$ cat src/sv/scale_weight_frame_stabilizer_defines.svh
// Assertion macros shared by the scale weight frame stabilizer RTL.
`ifndef SCALE_WEIGHT_FRAME_STABILIZER_DEFINES_SVH
`define SCALE_WEIGHT_FRAME_STABILIZER_DEFINES_SVH

`ifndef SYNTHESIS
// Same-cycle implication, checked on clk, disabled during rst.
`define SWFS_ASSERT_NOW(lbl, cond, expr, msg) \
  lbl: assert property (@(posedge clk) disable iff (rst) (cond) |-> (expr)) \
    else $error(msg);
// Next-cycle implication, checked on clk, disabled during rst.
`define SWFS_ASSERT_NEXT(lbl, cond, expr, msg) \
  lbl: assert property (@(posedge clk) disable iff (rst) (cond) |=> (expr)) \
    else $error(msg);
`else
`define SWFS_ASSERT_NOW(lbl, cond, expr, msg)
`define SWFS_ASSERT_NEXT(lbl, cond, expr, msg)
`endif

`endif

$ cat src/sv/swfs_pkg.sv
// Shared types and constants for the scale weight frame stabilizer.
`timescale 1ns / 1ps
`default_nettype none
package swfs_pkg;

  // Result kinds
  localparam logic [2:0] KIND_LIVE    = 3'd0;
  localparam logic [2:0] KIND_FINAL   = 3'd1;
  localparam logic [2:0] KIND_READY   = 3'd2;
  localparam logic [2:0] KIND_READING = 3'd3;
  localparam logic [2:0] KIND_IDLE    = 3'd4;

  // Register indexes
  localparam logic [2:0] CFG_MIN_LOAD      = 3'd0;
  localparam logic [2:0] CFG_TOLERANCE     = 3'd1;
  localparam logic [2:0] CFG_STEADY_FRAMES = 3'd2;
  localparam logic [2:0] CFG_LOADED_WINDOW = 3'd3;
  localparam logic [2:0] CFG_REARM_DELAY   = 3'd4;
  localparam logic [2:0] CFG_IDLE_LIMIT    = 3'd5;

  // Register reset values
  localparam logic [15:0] MIN_LOAD_RESET      = 16'd300;
  localparam logic [15:0] TOLERANCE_RESET     = 16'd30;
  localparam logic [3:0]  STEADY_FRAMES_RESET = 4'd5;
  localparam logic [17:0] LOADED_WINDOW_RESET = 18'd1500;
  localparam logic [17:0] REARM_DELAY_RESET   = 18'd3000;
  localparam logic [17:0] IDLE_LIMIT_RESET    = 18'd180000;

  // Weight value that marks a missing final weight
  localparam logic [16:0] WEIGHT_ABSENT = 17'h1FFFF;

  typedef struct packed {
    logic       op;
    logic [7:0] data_byte;
    logic       last_byte;
  } item_t;

  typedef struct packed {
    logic [2:0]         kind;
    logic [15:0]        weight_centikg;
    logic               recorded;
    logic signed [15:0] impedance;
  } result_t;

  typedef struct packed {
    logic        we;
    logic [2:0]  index;
    logic [17:0] data;
  } cfg_t;

  // Frame end events from the parser
  typedef struct packed {
    logic               live_end;
    logic               final_end;
    logic [15:0]        raw_weight;
    logic [16:0]        final_weight;
    logic signed [15:0] final_impedance;
  } frame_info_t;

endpackage
`default_nettype wire

$ cat src/sv/scale_weight_frame_stabilizer.sv
// Top level of the scale weight frame stabilizer.
//
// Input words (item) are either one frame byte with a last-byte mark
// (op = 0) or a one millisecond tick (op = 1), taken on item_valid and
// item_ready. The last byte of a qualifying frame, and some ticks, give
// one result word (result) on result_valid and result_ready: live weight,
// final record, ready and reading status, idle release.
// A taken word's result is registered in the output register, or in the
// skid entry on a stall. One word per cycle while item_ready is high, set
// by the single state update from frame and stability registers to output.
// Configuration: cfg_we, cfg_index and cfg_data, one register per cycle;
// the user writes only while the block is idle; no logic here enforces it.
// When the receiver stalls, one more result is held in a skid entry and
// item_ready drops until the output register drains.
// Reset (rst, synchronous): registers take their default values, all
// frame, stability and timer state clears, and both channels are empty.
`timescale 1ns / 1ps
`default_nettype none
`include "scale_weight_frame_stabilizer_defines.svh"
module scale_weight_frame_stabilizer (
  input  logic              clk,
  input  logic              rst,
  input  logic              item_valid,
  output logic              item_ready,
  input  swfs_pkg::item_t   item,
  output logic              result_valid,
  input  logic              result_ready,
  output swfs_pkg::result_t result,
  input  logic              cfg_we,
  input  logic [2:0]        cfg_index,
  input  logic [17:0]       cfg_data
);

  logic                  accept;
  logic                  take;
  logic                  tick;
  swfs_pkg::cfg_t        cfg;
  swfs_pkg::frame_info_t info;
  logic                  res_valid;
  swfs_pkg::result_t     res;

  assign accept    = item_valid && item_ready;
  assign take      = accept && !item.op;
  assign tick      = accept && item.op;
  assign cfg.we    = cfg_we;
  assign cfg.index = cfg_index;
  assign cfg.data  = cfg_data;

  swfs_frame_parser u_parser (
    .clk       (clk),
    .rst       (rst),
    .take      (take),
    .data_byte (item.data_byte),
    .last_byte (item.last_byte),
    .info      (info)
  );

  swfs_stabilizer u_stab (
    .clk       (clk),
    .rst       (rst),
    .cfg       (cfg),
    .tick      (tick),
    .info      (info),
    .res_valid (res_valid),
    .res       (res)
  );

  swfs_out_buffer u_out (
    .clk          (clk),
    .rst          (rst),
    .push         (accept && res_valid),
    .push_data    (res),
    .space        (item_ready),
    .result_valid (result_valid),
    .result_ready (result_ready),
    .result       (result)
  );

  // A full skid entry means the output register is full too
  `SWFS_ASSERT_NOW(a_skid_behind_out, !item_ready, result_valid, "skid full with empty output")
  // Status words carry no weight, record or impedance
  `SWFS_ASSERT_NOW(a_status_clean,
    result_valid && (result.kind == swfs_pkg::KIND_READY ||
                     result.kind == swfs_pkg::KIND_READING ||
                     result.kind == swfs_pkg::KIND_IDLE),
    result.weight_centikg == 16'd0 && !result.recorded && result.impedance == 16'sd0,
    "status word with payload")
  // A mid-frame byte never makes a result
  `SWFS_ASSERT_NEXT(a_mid_frame_quiet,
    accept && !item.op && !item.last_byte && !result_valid,
    !result_valid, "result from a mid-frame byte")

endmodule
`default_nettype wire

$ cat src/sv/swfs_frame_parser.sv
// Frame byte parser: frame type, live weight bytes and comma text fields.
`timescale 1ns / 1ps
`default_nettype none
module swfs_frame_parser (
  input  logic                  clk,
  input  logic                  rst,
  input  logic                  take,
  input  logic [7:0]            data_byte,
  input  logic                  last_byte,
  output swfs_pkg::frame_info_t info
);

  localparam logic [7:0] TYPE_LIVE  = 8'h19;
  localparam logic [7:0] TYPE_FIN_A = 8'h22;
  localparam logic [7:0] TYPE_FIN_B = 8'h2b;
  localparam logic [7:0] TYPE_FIN_C = 8'h23;
  localparam logic [7:0] TEXT_MARK  = 8'ha0;
  localparam logic [7:0] TEXT_MAX   = 8'd159;
  localparam logic [7:0] IDX_WLO    = 8'd23;
  localparam logic [7:0] IDX_WHI    = 8'd24;
  localparam logic [7:0] LIVE_LAST  = 8'd24;
  localparam logic [7:0] FIN_LAST   = 8'd13;
  localparam logic [7:0] IDX_MAX    = 8'd255;
  localparam logic [7:0] CH_COMMA   = 8'h2c;
  localparam logic [7:0] CH_SPACE   = 8'h20;
  localparam logic [7:0] CH_TAB     = 8'h09;
  localparam logic [7:0] CH_CR      = 8'h0d;
  localparam logic [7:0] CH_PLUS    = 8'h2b;
  localparam logic [7:0] CH_MINUS   = 8'h2d;
  localparam logic [7:0] CH_ZERO    = 8'h30;
  localparam logic [7:0] CH_NINE    = 8'h39;
  localparam logic [2:0] TOK_WEIGHT = 3'd2;
  localparam logic [2:0] TOK_IMP    = 3'd3;
  localparam logic [2:0] TOK_MAX    = 3'd7;
  localparam logic [1:0] PH_SPACE   = 2'd0;
  localparam logic [1:0] PH_DIGITS  = 2'd1;
  localparam logic [1:0] PH_DONE    = 2'd2;
  localparam logic [16:0] ACC_MAX   = 17'h1FFFF;

  typedef struct packed {
    logic       seen_a0;
    logic       stopped;
    logic       in_token;
    logic [2:0] token_idx;
    logic [1:0] phase;
    logic       negative;
    logic [7:0] text_len;
  } csv_t;

  typedef struct packed {
    csv_t               cs;
    logic [16:0]        fw;
    logic signed [15:0] fi;
  } tok_t;

  logic [7:0]         byte_index;
  logic [7:0]         frame_type;
  logic [15:0]        raw_weight;
  csv_t               csv_parse_state;
  logic [16:0]        number_accum;
  logic [16:0]        final_weight;
  logic signed [15:0] final_impedance;

  logic [7:0]         frame_type_next;
  logic [15:0]        raw_weight_next;
  csv_t               csv_next;
  logic [16:0]        accum_next;
  logic [16:0]        final_weight_next;
  logic signed [15:0] final_impedance_next;
  tok_t               end_tok;

  // Close one token: store weight or impedance field, advance token count
  function automatic tok_t finish_token(input csv_t c, input logic [16:0] acc,
                                        input logic [16:0] fw_in,
                                        input logic signed [15:0] fi_in);
    tok_t t;
    t.cs = c;
    t.fw = fw_in;
    t.fi = fi_in;
    if (c.token_idx == TOK_WEIGHT) begin
      if (c.negative && acc != 17'd0) begin
        t.fw = swfs_pkg::WEIGHT_ABSENT;
      end else begin
        t.fw = (acc > 17'h0FFFF) ? 17'h0FFFF : acc;
      end
    end else if (c.token_idx == TOK_IMP) begin
      if (c.negative) begin
        t.fi = (acc > 17'd32768) ? -16'sd32768 : 16'(-$signed({1'b0, acc}));
      end else begin
        t.fi = (acc > 17'd32767) ? 16'sd32767 : $signed(acc[15:0]);
      end
    end
    if (c.token_idx < TOK_MAX) begin
      t.cs.token_idx = c.token_idx + 3'd1;
    end
    t.cs.in_token = 1'b0;
    return t;
  endfunction

  // Apply one byte to the frame state
  always_comb begin
    logic [20:0] wide;
    tok_t        t;
    wide = '0;
    t = '0;
    if (byte_index == 8'd0) begin
      frame_type_next      = data_byte;
      raw_weight_next      = '0;
      csv_next             = '0;
      accum_next           = '0;
      final_weight_next    = swfs_pkg::WEIGHT_ABSENT;
      final_impedance_next = '0;
    end else begin
      frame_type_next      = frame_type;
      raw_weight_next      = raw_weight;
      csv_next             = csv_parse_state;
      accum_next           = number_accum;
      final_weight_next    = final_weight;
      final_impedance_next = final_impedance;
    end

    // Little-endian live weight
    if (byte_index == IDX_WLO) begin
      raw_weight_next[7:0] = data_byte;
    end else if (byte_index == IDX_WHI) begin
      raw_weight_next[15:8] = data_byte;
    end

    // Comma text after the first marker byte
    if (!csv_next.seen_a0) begin
      if (data_byte == TEXT_MARK) begin
        csv_next.seen_a0 = 1'b1;
      end
    end else if (!csv_next.stopped) begin
      if (data_byte == 8'd0 || csv_next.text_len >= TEXT_MAX) begin
        csv_next.stopped = 1'b1;
      end else begin
        csv_next.text_len = csv_next.text_len + 8'd1;
        if (data_byte == CH_COMMA) begin
          if (csv_next.in_token) begin
            t = finish_token(csv_next, accum_next, final_weight_next, final_impedance_next);
            csv_next             = t.cs;
            final_weight_next    = t.fw;
            final_impedance_next = t.fi;
          end
        end else begin
          if (!csv_next.in_token) begin
            csv_next.in_token = 1'b1;
            csv_next.phase    = PH_SPACE;
            csv_next.negative = 1'b0;
            accum_next        = '0;
          end
          if (csv_next.phase == PH_SPACE &&
              (data_byte == CH_SPACE || (data_byte >= CH_TAB && data_byte <= CH_CR))) begin
            // skip leading whitespace
          end else if (csv_next.phase == PH_SPACE &&
                       (data_byte == CH_PLUS || data_byte == CH_MINUS)) begin
            csv_next.negative = (data_byte == CH_MINUS);
            csv_next.phase    = PH_DIGITS;
          end else if (csv_next.phase != PH_DONE &&
                       data_byte >= CH_ZERO && data_byte <= CH_NINE) begin
            wide = 21'(accum_next) * 21'd10 + 21'(data_byte - CH_ZERO);
            accum_next = (wide > 21'(ACC_MAX)) ? ACC_MAX : wide[16:0];
            csv_next.phase = PH_DIGITS;
          end else begin
            csv_next.phase = PH_DONE;
          end
        end
      end
    end
  end

  // Close an open token at the frame end
  always_comb begin
    if (csv_next.in_token) begin
      end_tok = finish_token(csv_next, accum_next, final_weight_next, final_impedance_next);
    end else begin
      end_tok.cs = csv_next;
      end_tok.fw = final_weight_next;
      end_tok.fi = final_impedance_next;
    end
  end

  assign info.live_end = take && last_byte && frame_type_next == TYPE_LIVE &&
                         byte_index >= LIVE_LAST;
  assign info.final_end = take && last_byte && byte_index >= FIN_LAST &&
                          (frame_type_next == TYPE_FIN_A || frame_type_next == TYPE_FIN_B ||
                           frame_type_next == TYPE_FIN_C);
  assign info.raw_weight      = raw_weight_next;
  assign info.final_weight    = end_tok.fw;
  assign info.final_impedance = end_tok.fi;

  // Hold frame state, advance on each byte word
  always_ff @(posedge clk) begin
    if (rst) begin
      byte_index      <= '0;
      frame_type      <= '0;
      raw_weight      <= '0;
      csv_parse_state <= '0;
      number_accum    <= '0;
      final_weight    <= swfs_pkg::WEIGHT_ABSENT;
      final_impedance <= '0;
    end else if (take) begin
      if (last_byte) begin
        byte_index <= '0;
      end else if (byte_index != IDX_MAX) begin
        byte_index <= byte_index + 8'd1;
      end
      frame_type      <= frame_type_next;
      raw_weight      <= raw_weight_next;
      csv_parse_state <= csv_next;
      number_accum    <= accum_next;
      final_weight    <= final_weight_next;
      final_impedance <= final_impedance_next;
    end
  end

endmodule
`default_nettype wire

$ cat src/sv/swfs_stabilizer.sv
// Stability tracker, load timers and configuration registers.
`timescale 1ns / 1ps
`default_nettype none
module swfs_stabilizer (
  input  logic                  clk,
  input  logic                  rst,
  input  swfs_pkg::cfg_t        cfg,
  input  logic                  tick,
  input  swfs_pkg::frame_info_t info,
  output logic                  res_valid,
  output swfs_pkg::result_t     res
);

  localparam logic [17:0] SINCE_MAX  = 18'h3FFFF;
  localparam logic [3:0]  STEADY_MAX = 4'd15;

  logic [15:0] min_load;
  logic [15:0] tolerance;
  logic [3:0]  steady_frames;
  logic [17:0] loaded_window;
  logic [17:0] rearm_delay;
  logic [17:0] idle_limit;

  logic [15:0] prev_weight,        prev_weight_next;
  logic        have_prev,          have_prev_next;
  logic [3:0]  steady_count,       steady_count_next;
  logic        locked,             locked_next;
  logic        recorded_this_load, recorded_next;
  logic [17:0] since_load_ms,      since_next;
  logic        was_loaded,         was_loaded_next;
  logic        idle_sent,          idle_sent_next;

  // Decide the state update and result for one word
  always_comb begin
    logic [17:0] since_inc;
    logic        loaded;
    logic [15:0] diff;
    prev_weight_next  = prev_weight;
    have_prev_next    = have_prev;
    steady_count_next = steady_count;
    locked_next       = locked;
    recorded_next     = recorded_this_load;
    since_next        = since_load_ms;
    was_loaded_next   = was_loaded;
    idle_sent_next    = idle_sent;
    res_valid         = 1'b0;
    res               = '0;
    since_inc         = (since_load_ms == SINCE_MAX) ? since_load_ms : since_load_ms + 18'd1;
    loaded            = since_inc < loaded_window;
    diff              = (info.raw_weight > prev_weight) ? info.raw_weight - prev_weight
                                                        : prev_weight - info.raw_weight;
    if (tick) begin
      since_next = since_inc;
      // Report loaded state changes
      if (loaded != was_loaded) begin
        was_loaded_next = loaded;
        res_valid       = 1'b1;
        res.kind        = loaded ? swfs_pkg::KIND_READING : swfs_pkg::KIND_READY;
      end
      // Re-arm after a recorded stand has been left long enough
      if (!loaded && recorded_this_load && since_inc > rearm_delay) begin
        prev_weight_next  = '0;
        have_prev_next    = 1'b0;
        steady_count_next = '0;
        locked_next       = 1'b0;
        recorded_next     = 1'b0;
      end
      // Idle release, once per load, deferred behind a status change
      if (!res_valid && !idle_sent && since_inc > idle_limit) begin
        idle_sent_next = 1'b1;
        res_valid      = 1'b1;
        res.kind       = swfs_pkg::KIND_IDLE;
      end
    end else if (info.live_end) begin
      if (info.raw_weight < min_load) begin
        prev_weight_next  = '0;
        have_prev_next    = 1'b0;
        steady_count_next = '0;
        locked_next       = 1'b0;
        recorded_next     = 1'b0;
      end else begin
        since_next     = '0;
        idle_sent_next = 1'b0;
        if (!locked) begin
          if (have_prev && prev_weight != 16'd0 && diff <= tolerance) begin
            if (steady_count != STEADY_MAX) begin
              steady_count_next = steady_count + 4'd1;
            end
          end else begin
            steady_count_next = '0;
          end
          prev_weight_next = info.raw_weight;
          have_prev_next   = 1'b1;
          if (steady_count_next >= steady_frames) begin
            locked_next = 1'b1;
            if (!recorded_this_load) begin
              recorded_next = 1'b1;
              res.recorded  = 1'b1;
            end
          end
        end
        res_valid          = 1'b1;
        res.kind           = swfs_pkg::KIND_LIVE;
        res.weight_centikg = info.raw_weight;
      end
    end else if (info.final_end) begin
      if (info.final_weight != swfs_pkg::WEIGHT_ABSENT) begin
        since_next     = '0;
        idle_sent_next = 1'b0;
        if (!recorded_this_load) begin
          recorded_next      = 1'b1;
          res_valid          = 1'b1;
          res.kind           = swfs_pkg::KIND_FINAL;
          res.weight_centikg = info.final_weight[15:0];
          res.recorded       = 1'b1;
          res.impedance      = info.final_impedance;
        end
      end
    end
  end

  // Hold configuration, take writes by index
  always_ff @(posedge clk) begin
    if (rst) begin
      min_load      <= swfs_pkg::MIN_LOAD_RESET;
      tolerance     <= swfs_pkg::TOLERANCE_RESET;
      steady_frames <= swfs_pkg::STEADY_FRAMES_RESET;
      loaded_window <= swfs_pkg::LOADED_WINDOW_RESET;
      rearm_delay   <= swfs_pkg::REARM_DELAY_RESET;
      idle_limit    <= swfs_pkg::IDLE_LIMIT_RESET;
    end else if (cfg.we) begin
      unique case (cfg.index)
        swfs_pkg::CFG_MIN_LOAD:      min_load      <= cfg.data[15:0];
        swfs_pkg::CFG_TOLERANCE:     tolerance     <= cfg.data[15:0];
        swfs_pkg::CFG_STEADY_FRAMES: steady_frames <= cfg.data[3:0];
        swfs_pkg::CFG_LOADED_WINDOW: loaded_window <= cfg.data;
        swfs_pkg::CFG_REARM_DELAY:   rearm_delay   <= cfg.data;
        swfs_pkg::CFG_IDLE_LIMIT:    idle_limit    <= cfg.data;
        default: begin
        end
      endcase
    end
  end

  // Advance stability and timer state
  always_ff @(posedge clk) begin
    if (rst) begin
      prev_weight        <= '0;
      have_prev          <= 1'b0;
      steady_count       <= '0;
      locked             <= 1'b0;
      recorded_this_load <= 1'b0;
      since_load_ms      <= '0;
      was_loaded         <= 1'b0;
      idle_sent          <= 1'b0;
    end else begin
      prev_weight        <= prev_weight_next;
      have_prev          <= have_prev_next;
      steady_count       <= steady_count_next;
      locked             <= locked_next;
      recorded_this_load <= recorded_next;
      since_load_ms      <= since_next;
      was_loaded         <= was_loaded_next;
      idle_sent          <= idle_sent_next;
    end
  end

endmodule
`default_nettype wire

$ cat src/sv/swfs_out_buffer.sv
// Result register with one skid entry.
`timescale 1ns / 1ps
`default_nettype none
module swfs_out_buffer (
  input  logic              clk,
  input  logic              rst,
  input  logic              push,
  input  swfs_pkg::result_t push_data,
  output logic              space,
  output logic              result_valid,
  input  logic              result_ready,
  output swfs_pkg::result_t result
);

  logic              skid_valid;
  swfs_pkg::result_t skid_data;

  assign space = !skid_valid;

  // Refill the output register, park a word in the skid entry on a stall
  always_ff @(posedge clk) begin
    if (rst) begin
      result_valid <= 1'b0;
      skid_valid   <= 1'b0;
    end else if (!result_valid || result_ready) begin
      if (skid_valid) begin
        result_valid <= 1'b1;
        skid_valid   <= 1'b0;
      end else begin
        result_valid <= push;
      end
    end else if (push) begin
      skid_valid <= 1'b1;
    end
  end

  // Payload, no reset
  always_ff @(posedge clk) begin
    if (!result_valid || result_ready) begin
      result <= skid_valid ? skid_data : push_data;
    end else if (push) begin
      skid_data <= push_data;
    end
  end

endmodule
`default_nettype wire
$ cat config.mk
export PLATFORM = sky130hd
export DESIGN_NAME = scale_weight_frame_stabilizer
export DESIGN_NICKNAME = d
export VERILOG_FILES = /design/src/sv/swfs_pkg.sv /design/src/sv/scale_weight_frame_stabilizer.sv /design/src/sv/swfs_frame_parser.sv /design/src/sv/swfs_stabilizer.sv /design/src/sv/swfs_out_buffer.sv
export VERILOG_INCLUDE_DIRS = /design/src /design/src/sv
export SDC_FILE = /design/constraint.sdc
export NUM_CORES = 1
export LEC_CHECK = 0
export BUFFER_PORTS_ARGS = -buffer_cell sky130_fd_sc_hd__buf_2
export CAP_MARGIN = 20
export CELL_PAD_IN_SITES_DETAIL_PLACEMENT = 0
export CELL_PAD_IN_SITES_GLOBAL_PLACEMENT = 1
export CORE_MARGIN = 1.5
export CORE_UTILIZATION = 35
export DETAILED_ROUTE_END_ITERATION = 10
export GPL_ROUTABILITY_DRIVEN = 0
export PLACE_DENSITY_LB_ADDON = 0.12
export SLEW_MARGIN = 20
export SYNTH_ARGS = -nofsm -noshare
export SYNTH_HDL_FRONTEND = slang
export SYNTH_HIERARCHICAL = 1
export SYNTH_SLANG_ARGS = --single-unit
$ cat constraint.sdc
create_clock -name clk -period 24.9 [get_ports clk]
set_clock_uncertainty 0.1 [all_clocks]
set_input_delay 4.98 -clock clk [delete_from_list [all_inputs] [get_ports clk]]
set_output_delay 4.98 -clock clk [all_outputs]
set_load 0.005 [all_outputs]
# Yosys cells after proc, flatten, opt, wreduce, memory -nomap -nowiden
# Cells that the tools add are included.
dict set report totals {
  ff_bits 306
  inputBits 36
}
dict set report classes {
  n_addsub 11
  mul 1
  n_eq_ne 32
  mux 143
  bitwise 1
  n_reduce_logical 60
  magnitude_cmp 22
}
# cell count
set ops {}
lappend ops {{$mux 17} 29}
lappend ops {{$mux 16} 25}
lappend ops {{$mux 18} 6}
lappend ops {{$mux 36} 3}
lappend ops {{$gt 17x16->1 const B} 4}
lappend ops {{$mux 33} 2}
lappend ops {{$eq 8x6->1 const B} 7}
lappend ops {{$mux 8} 7}
lappend ops {{$mux 4} 11}
lappend ops {{$mux 1} 42}
lappend ops {{$gt 18x18->1} 2}
lappend ops {{$mux 3} 12}
lappend ops {{$gt 17x15->1 const B} 2}
lappend ops {{$mux 34} 1}
lappend ops {{$reduce_bool 17->1} 2}
lappend ops {{$neg 16->16} 2}
lappend ops {{$sub 16x16->16} 2}
lappend ops {{$eq 8x5->1 const B} 3}
lappend ops {{$logic_and 1x1->1} 22}
lappend ops {{$add 21x21->21} 1}
lappend ops {{$gt 21x17->1 const B} 1}
lappend ops {{$mul 17x3->20 const B} 1}
lappend ops {{$mux 20} 1}
lappend ops {{$reduce_and 2->1} 10}
lappend ops {{46 further kinds} 72}

# Logic depth before layout (Yosys ltp)
dict set report logic_depth {
  ltp_word 31
  depth_mapped 54
  depth_no_buf 45
}

# Modules after synthesis
# Netlist, hierarchy kept.
# module cells_per_inst instances area_per_inst_um2
set modules_own_cells {}
lappend modules_own_cells {swfs_stabilizer 1282 1 9705.6}
lappend modules_own_cells {swfs_frame_parser 1378 1 9572.9}
lappend modules_own_cells {swfs_out_buffer 121 1 2745.1}
lappend modules_own_cells {scale_weight_frame_stabilizer 3 1 22.5}

# Worst setup path after synthesis
# OpenSTA, ideal clock, no wires.
dict set report synth_timing {
  kind {input -> register}
  from {input item[5] (netlist bit)}
  to {register u_out/skid_data[0] (netlist bit) (enable)}
  setup_ns 0.429
  arrival_time_ns 12.486
  slack_ns 11.885
  stages 31
  cell_sequence {ha_1 > nor3_1 > ha_1 > a21oi_1 > o22ai_1 > o41a_1 > a221oi_1 > o211ai_1 > nor3b_2 > buf_6 > buf_6 > a21oi_2 > inv_1 > ha_1 > nor3b_2 > nand4_1 > and3b_1 > o21bai_4 > buf_6 > a21oi_1 > nand4_1 > nor4_1 > a41oi_1 > and4_1 > buf_1 > clkbuf_1 > nor2_1 > o21ai_0 > and3_1 > inv_1 > nor2_1}
}
# element line_no
set synth_lines {}
lappend synth_lines {{from (decl)} scale_weight_frame_stabilizer.sv:25} ;# input swfs_pkg::item_t item,
lappend synth_lines {{to (signal assigned)} swfs_out_buffer.sv:42} ;# skid_data <= push_data;
lappend synth_lines {{to (decl)} swfs_out_buffer.sv:16} ;# swfs_pkg::result_t skid_data;

==> flow_metrics.env <==
export IMPL_vias=20547
export IMPL_critPathSlowestCell="and4_1"
export IMPL_drive_gt1_share_pct=9.51
export IMPL_startpoint_type="input pin"
export IMPL_drv_slew=0
export IMPL_cts_resized=0
export IMPL_powerDensity_nw_per_um2=47.8
export IMPL_post_cts_setup_buffers=0
export IMPL_slew_headroom_pct=25.7
export IMPL_min_delay_start="u_stab/loaded_window[0]$_SDFFE_PP0P_"
export IMPL_synth_area_um2=22000
export IMPL_num_fill_cells=6467
export IMPL_use_met1_pct=34.7
export IMPL_syn2layout_area_growth_pct=10.3
export IMPL_port_buffers=73
export IMPL_async_flop_share_pct=0
export IMPL_wl_mm=76.4
export IMPL_num_nets_final=2996
export IMPL_rsz0062_at_grt="false"
export IMPL_clk_pin_slew_ns=0.06
export IMPL_use_met3_pct=3.56
export IMPL_post_route_period_util_pct=51.5
export IMPL_synthAdderAreaFrac_pct=10.4
export IMPL_syn_area_per_cell_um2=7.92
export IMPL_final_cell_mix="nand2_1 (350), a21oi_1 (300), nor2_1 (266)"
export IMPL_regToRegStartpoint="u_parser/byte_index[0]$_SDFFE_PP0P_"
export IMPL_r2r_cells=39
export IMPL_worst_path_buf_inv=3
export IMPL_die_y_um=254
export IMPL_synth_compound_gate_area_share_pct=22.7
export IMPL_synthFlopType="dfxtp_1"
export IMPL_met2_usage_pct=34.5
export IMPL_fin_crit_ns=12.81
export IMPL_synth_edf_count=72
export IMPL_final_hold_violation_count=0
export IMPL_grt_pass1_wl_mm=117
export IMPL_postSynthCellCount=2784
export IMPL_clk_latency_ns=0.57
export IMPL_cp_max_fo=36
export IMPL_io_pins=74
export IMPL_synth_top_family_by_area="compound AO/OA/AOI/OAI gates"
export IMPL_cp_slowest_stage_delay_ns=0.96
export IMPL_hold_path_end="u_stab/loaded_window[0]$_SDFFE_PP0P_"
export IMPL_vias_per_cell=5.64
export IMPL_die_area_um2=64500
export IMPL_maxCapViolCount=0
export IMPL_yosysSeqAreaShare_pct=31.1
export IMPL_clock_path_buffers=3
export IMPL_setup_viol=0
export IMPL_fp_row_count=91
export IMPL_core_um2=61900
export IMPL_hp_class="reg2reg"
export IMPL_critPathRequiredTime_ns=24.98
export IMPL_drt_initial_drc_count=1532
export IMPL_status="complete, no violations"
export IMPL_worst_r2r_endpoint="u_out/skid_data[8]$_DFFE_PP_"
export IMPL_ff2ff_setup_slack_ns=13.36
export IMPL_fp_dieW_um=254
export IMPL_antenna_left=0
export IMPL_ys_seq_elements=306
export IMPL_grt_max_degree=85
export IMPL_irDropWorstVdd_mv=0.0399
export IMPL_hold_path_depth=2
export IMPL_end_kind="flop"
export IMPL_holdBufCountCts=0
export IMPL_placed_cell_area_um2=23100
export IMPL_synth_xor_area_share_pct=2.80
export IMPL_cts_buffers=39
export IMPL_h_tree_depth=2
export IMPL_wire_per_inst_um=21.0
export IMPL_firstDrtPassIters=7
export IMPL_synth_cell_types=99
export IMPL_p_leak_nw=9.97
export IMPL_cts_sinks=306
export IMPL_post_dp_hpwl_mm=56.3
export IMPL_start_util_pct=35.6
export IMPL_antenna_found_initial=2
export IMPL_synth_nets=3002
export IMPL_grt_busiest_layer="met1"
export IMPL_grt_remaining_overflow=0
export IMPL_max_freq_mhz=78.0
export IMPL_worst_pin_slew_ns=1.11
export IMPL_grt_pass1_vias=19442
export IMPL_worstSetupPathType="in2reg"
export IMPL_critical_path_top_delay_family="simple AND/OR/NAND/NOR gates"
export IMPL_final_common_cell="nand2_1"
export IMPL_ys_warn_count=6
export IMPL_cts_root_buf="clkbuf_16"
export IMPL_arrival_ns=12.90
export IMPL_drc=0
export IMPL_synth_simple_area_share_pct=22.4
export IMPL_final_setup_tns_ns=0
export IMPL_design_area_um2=24300
export IMPL_cts_tree="done"
export IMPL_grt_usage_pct=23.4
export IMPL_synthMuxAreaShare_pct=4.25
==> worst max-delay path by stage <==
stage            start                             to  slack (ns)  depth (start not counted)
2_1_floorplan  item[5]   u_out/skid_data[0]$_DFFE_PP_       11.88                         31
4_1_cts        item[5]  u_out/skid_data[33]$_DFFE_PP_       11.88                         28
3_3_place_gp   item[5]  u_out/skid_data[14]$_DFFE_PP_       11.51                         26
6_report       item[5]   u_out/skid_data[8]$_DFFE_PP_       12.09                         26
5_1_grt        item[5]   u_out/skid_data[8]$_DFFE_PP_       11.47                         26
3_5_place_dp   item[5]  u_out/skid_data[11]$_DFFE_PP_       11.32                         28
==> Yosys cell counts (20+ instances only) <==
library cell / number / share of area [%]
mux2_2: 21 / 1.1
xor2_1: 23 / 0.91
a22o_1: 35 / 1.4
and2_1: 37 / 1.0
nand4_1: 42 / 1.2
nand2b_1: 26 / 0.74
mux2_4: 20 / 1.4
inv_1: 184 / 3.1
a211oi_1: 26 / 0.89
a31oi_1: 33 / 0.94
o211ai_1: 29 / 0.99
a21oi_1: 300 / 6.8
mux2i_1: 40 / 1.8
a21o_1: 63 / 2.1
clkbuf_1: 110 / 1.9
xnor2_1: 45 / 1.8
nand3_1: 76 / 1.7
edfxtp_1: 72 / 9.8
and3_1: 24 / 0.68
nor2b_1: 26 / 0.74
o21ai_0: 102 / 2.3
dfxtp_1: 234 / 21
nor2_1: 269 / 4.6
nor3_1: 53 / 1.2
ha_1: 179 / 10
nand2_1: 351 / 6.0
nand3b_1: 27 / 0.92
==> cell families (layout without fill, tap and decap cells) <==
logic type,Yosys count,in the layout
AO/OA/AOI/OAI,780,780
XOR/XNOR,69,69
adder cells (fa/ha/maj),182,182
buffers and inverters,340,363
flip-flops,306,306
multiplexers,81,81
other,0,1
AND/OR/NAND/NOR,1026,1026
==> power breakdown <==
group          switching [W]  internal [W]  leakage [nW]
sequential        0.00000457      0.000514          2.59
clock               0.000234      0.000327         0.609
combinational      0.0000581     0.0000247          6.77
==> layer usage <==
metal	routed length, µm	vias up	share of wire (%)
met1	37900	9819	50
met5	0	-	0
met4	2060	0	2.7
met3	4890	106	6.4
li1	-	9936	-
met2	31500	686	41
==> per-stage QoR <==
stage / power, W / std cells / hold WS [ns] / setup slack [ns] / util [%]
2_1_floorplan: 0.000581 / 2784 / 0.332 / 11.88 / -
3_3_place_gp: 0.000610 / 3574 / 0.338 / 11.51 / 37.2
3_5_place_dp: 0.000611 / 3574 / 0.342 / 11.32 / 37.2
4_1_cts: 0.00118 / 3644 / 0.350 / 11.88 / 39.2
5_1_grt: 0.00120 / 3645 / 0.366 / 11.47 / 39.3
6_report: 0.00116 / 3645 / 0.351 / 12.09 / 39.3
==> sequential cells by signal, summed over array words and instances (netlist names), 17 cells and up <==
signal / flops
u_out/skid_data: 36
u_stab/loaded_window: 18
u_parser/final_weight: 17
u_stab/idle_limit: 18
u_stab/rearm_delay: 18
u_out/result: 36
u_parser/csv_parse_state: 17
u_stab/since_load_ms: 18
u_parser/number_accum: 17
==> worst register-to-register path: cells and delay by family, from the launching register on <==
family	cells	cell delay, ns
fa+ha+maj	4	1.21
simple gates	16	4.77
buf+inv	4	1.02
flops	1	0.45
compound gates	15	3.61
==> layout make-up <==
type / count / area [µm²] / share of cell area, %
inverter: 187 / 702 / 2.89
multi-input combinational: 2138 / 13900 / 57.0
clock buffer: 48 / 1030 / 4.23
sequential: 306 / 6850 / 28.2
tap: 837 / 1050 / 4.31
clock inverter: 22 / 213 / 0.874
antenna: 1 / 2.50 / 0.0103
timing repair buffer: 106 / 619 / 2.55
Note: power is estimated with default switching activity, not from simulation.
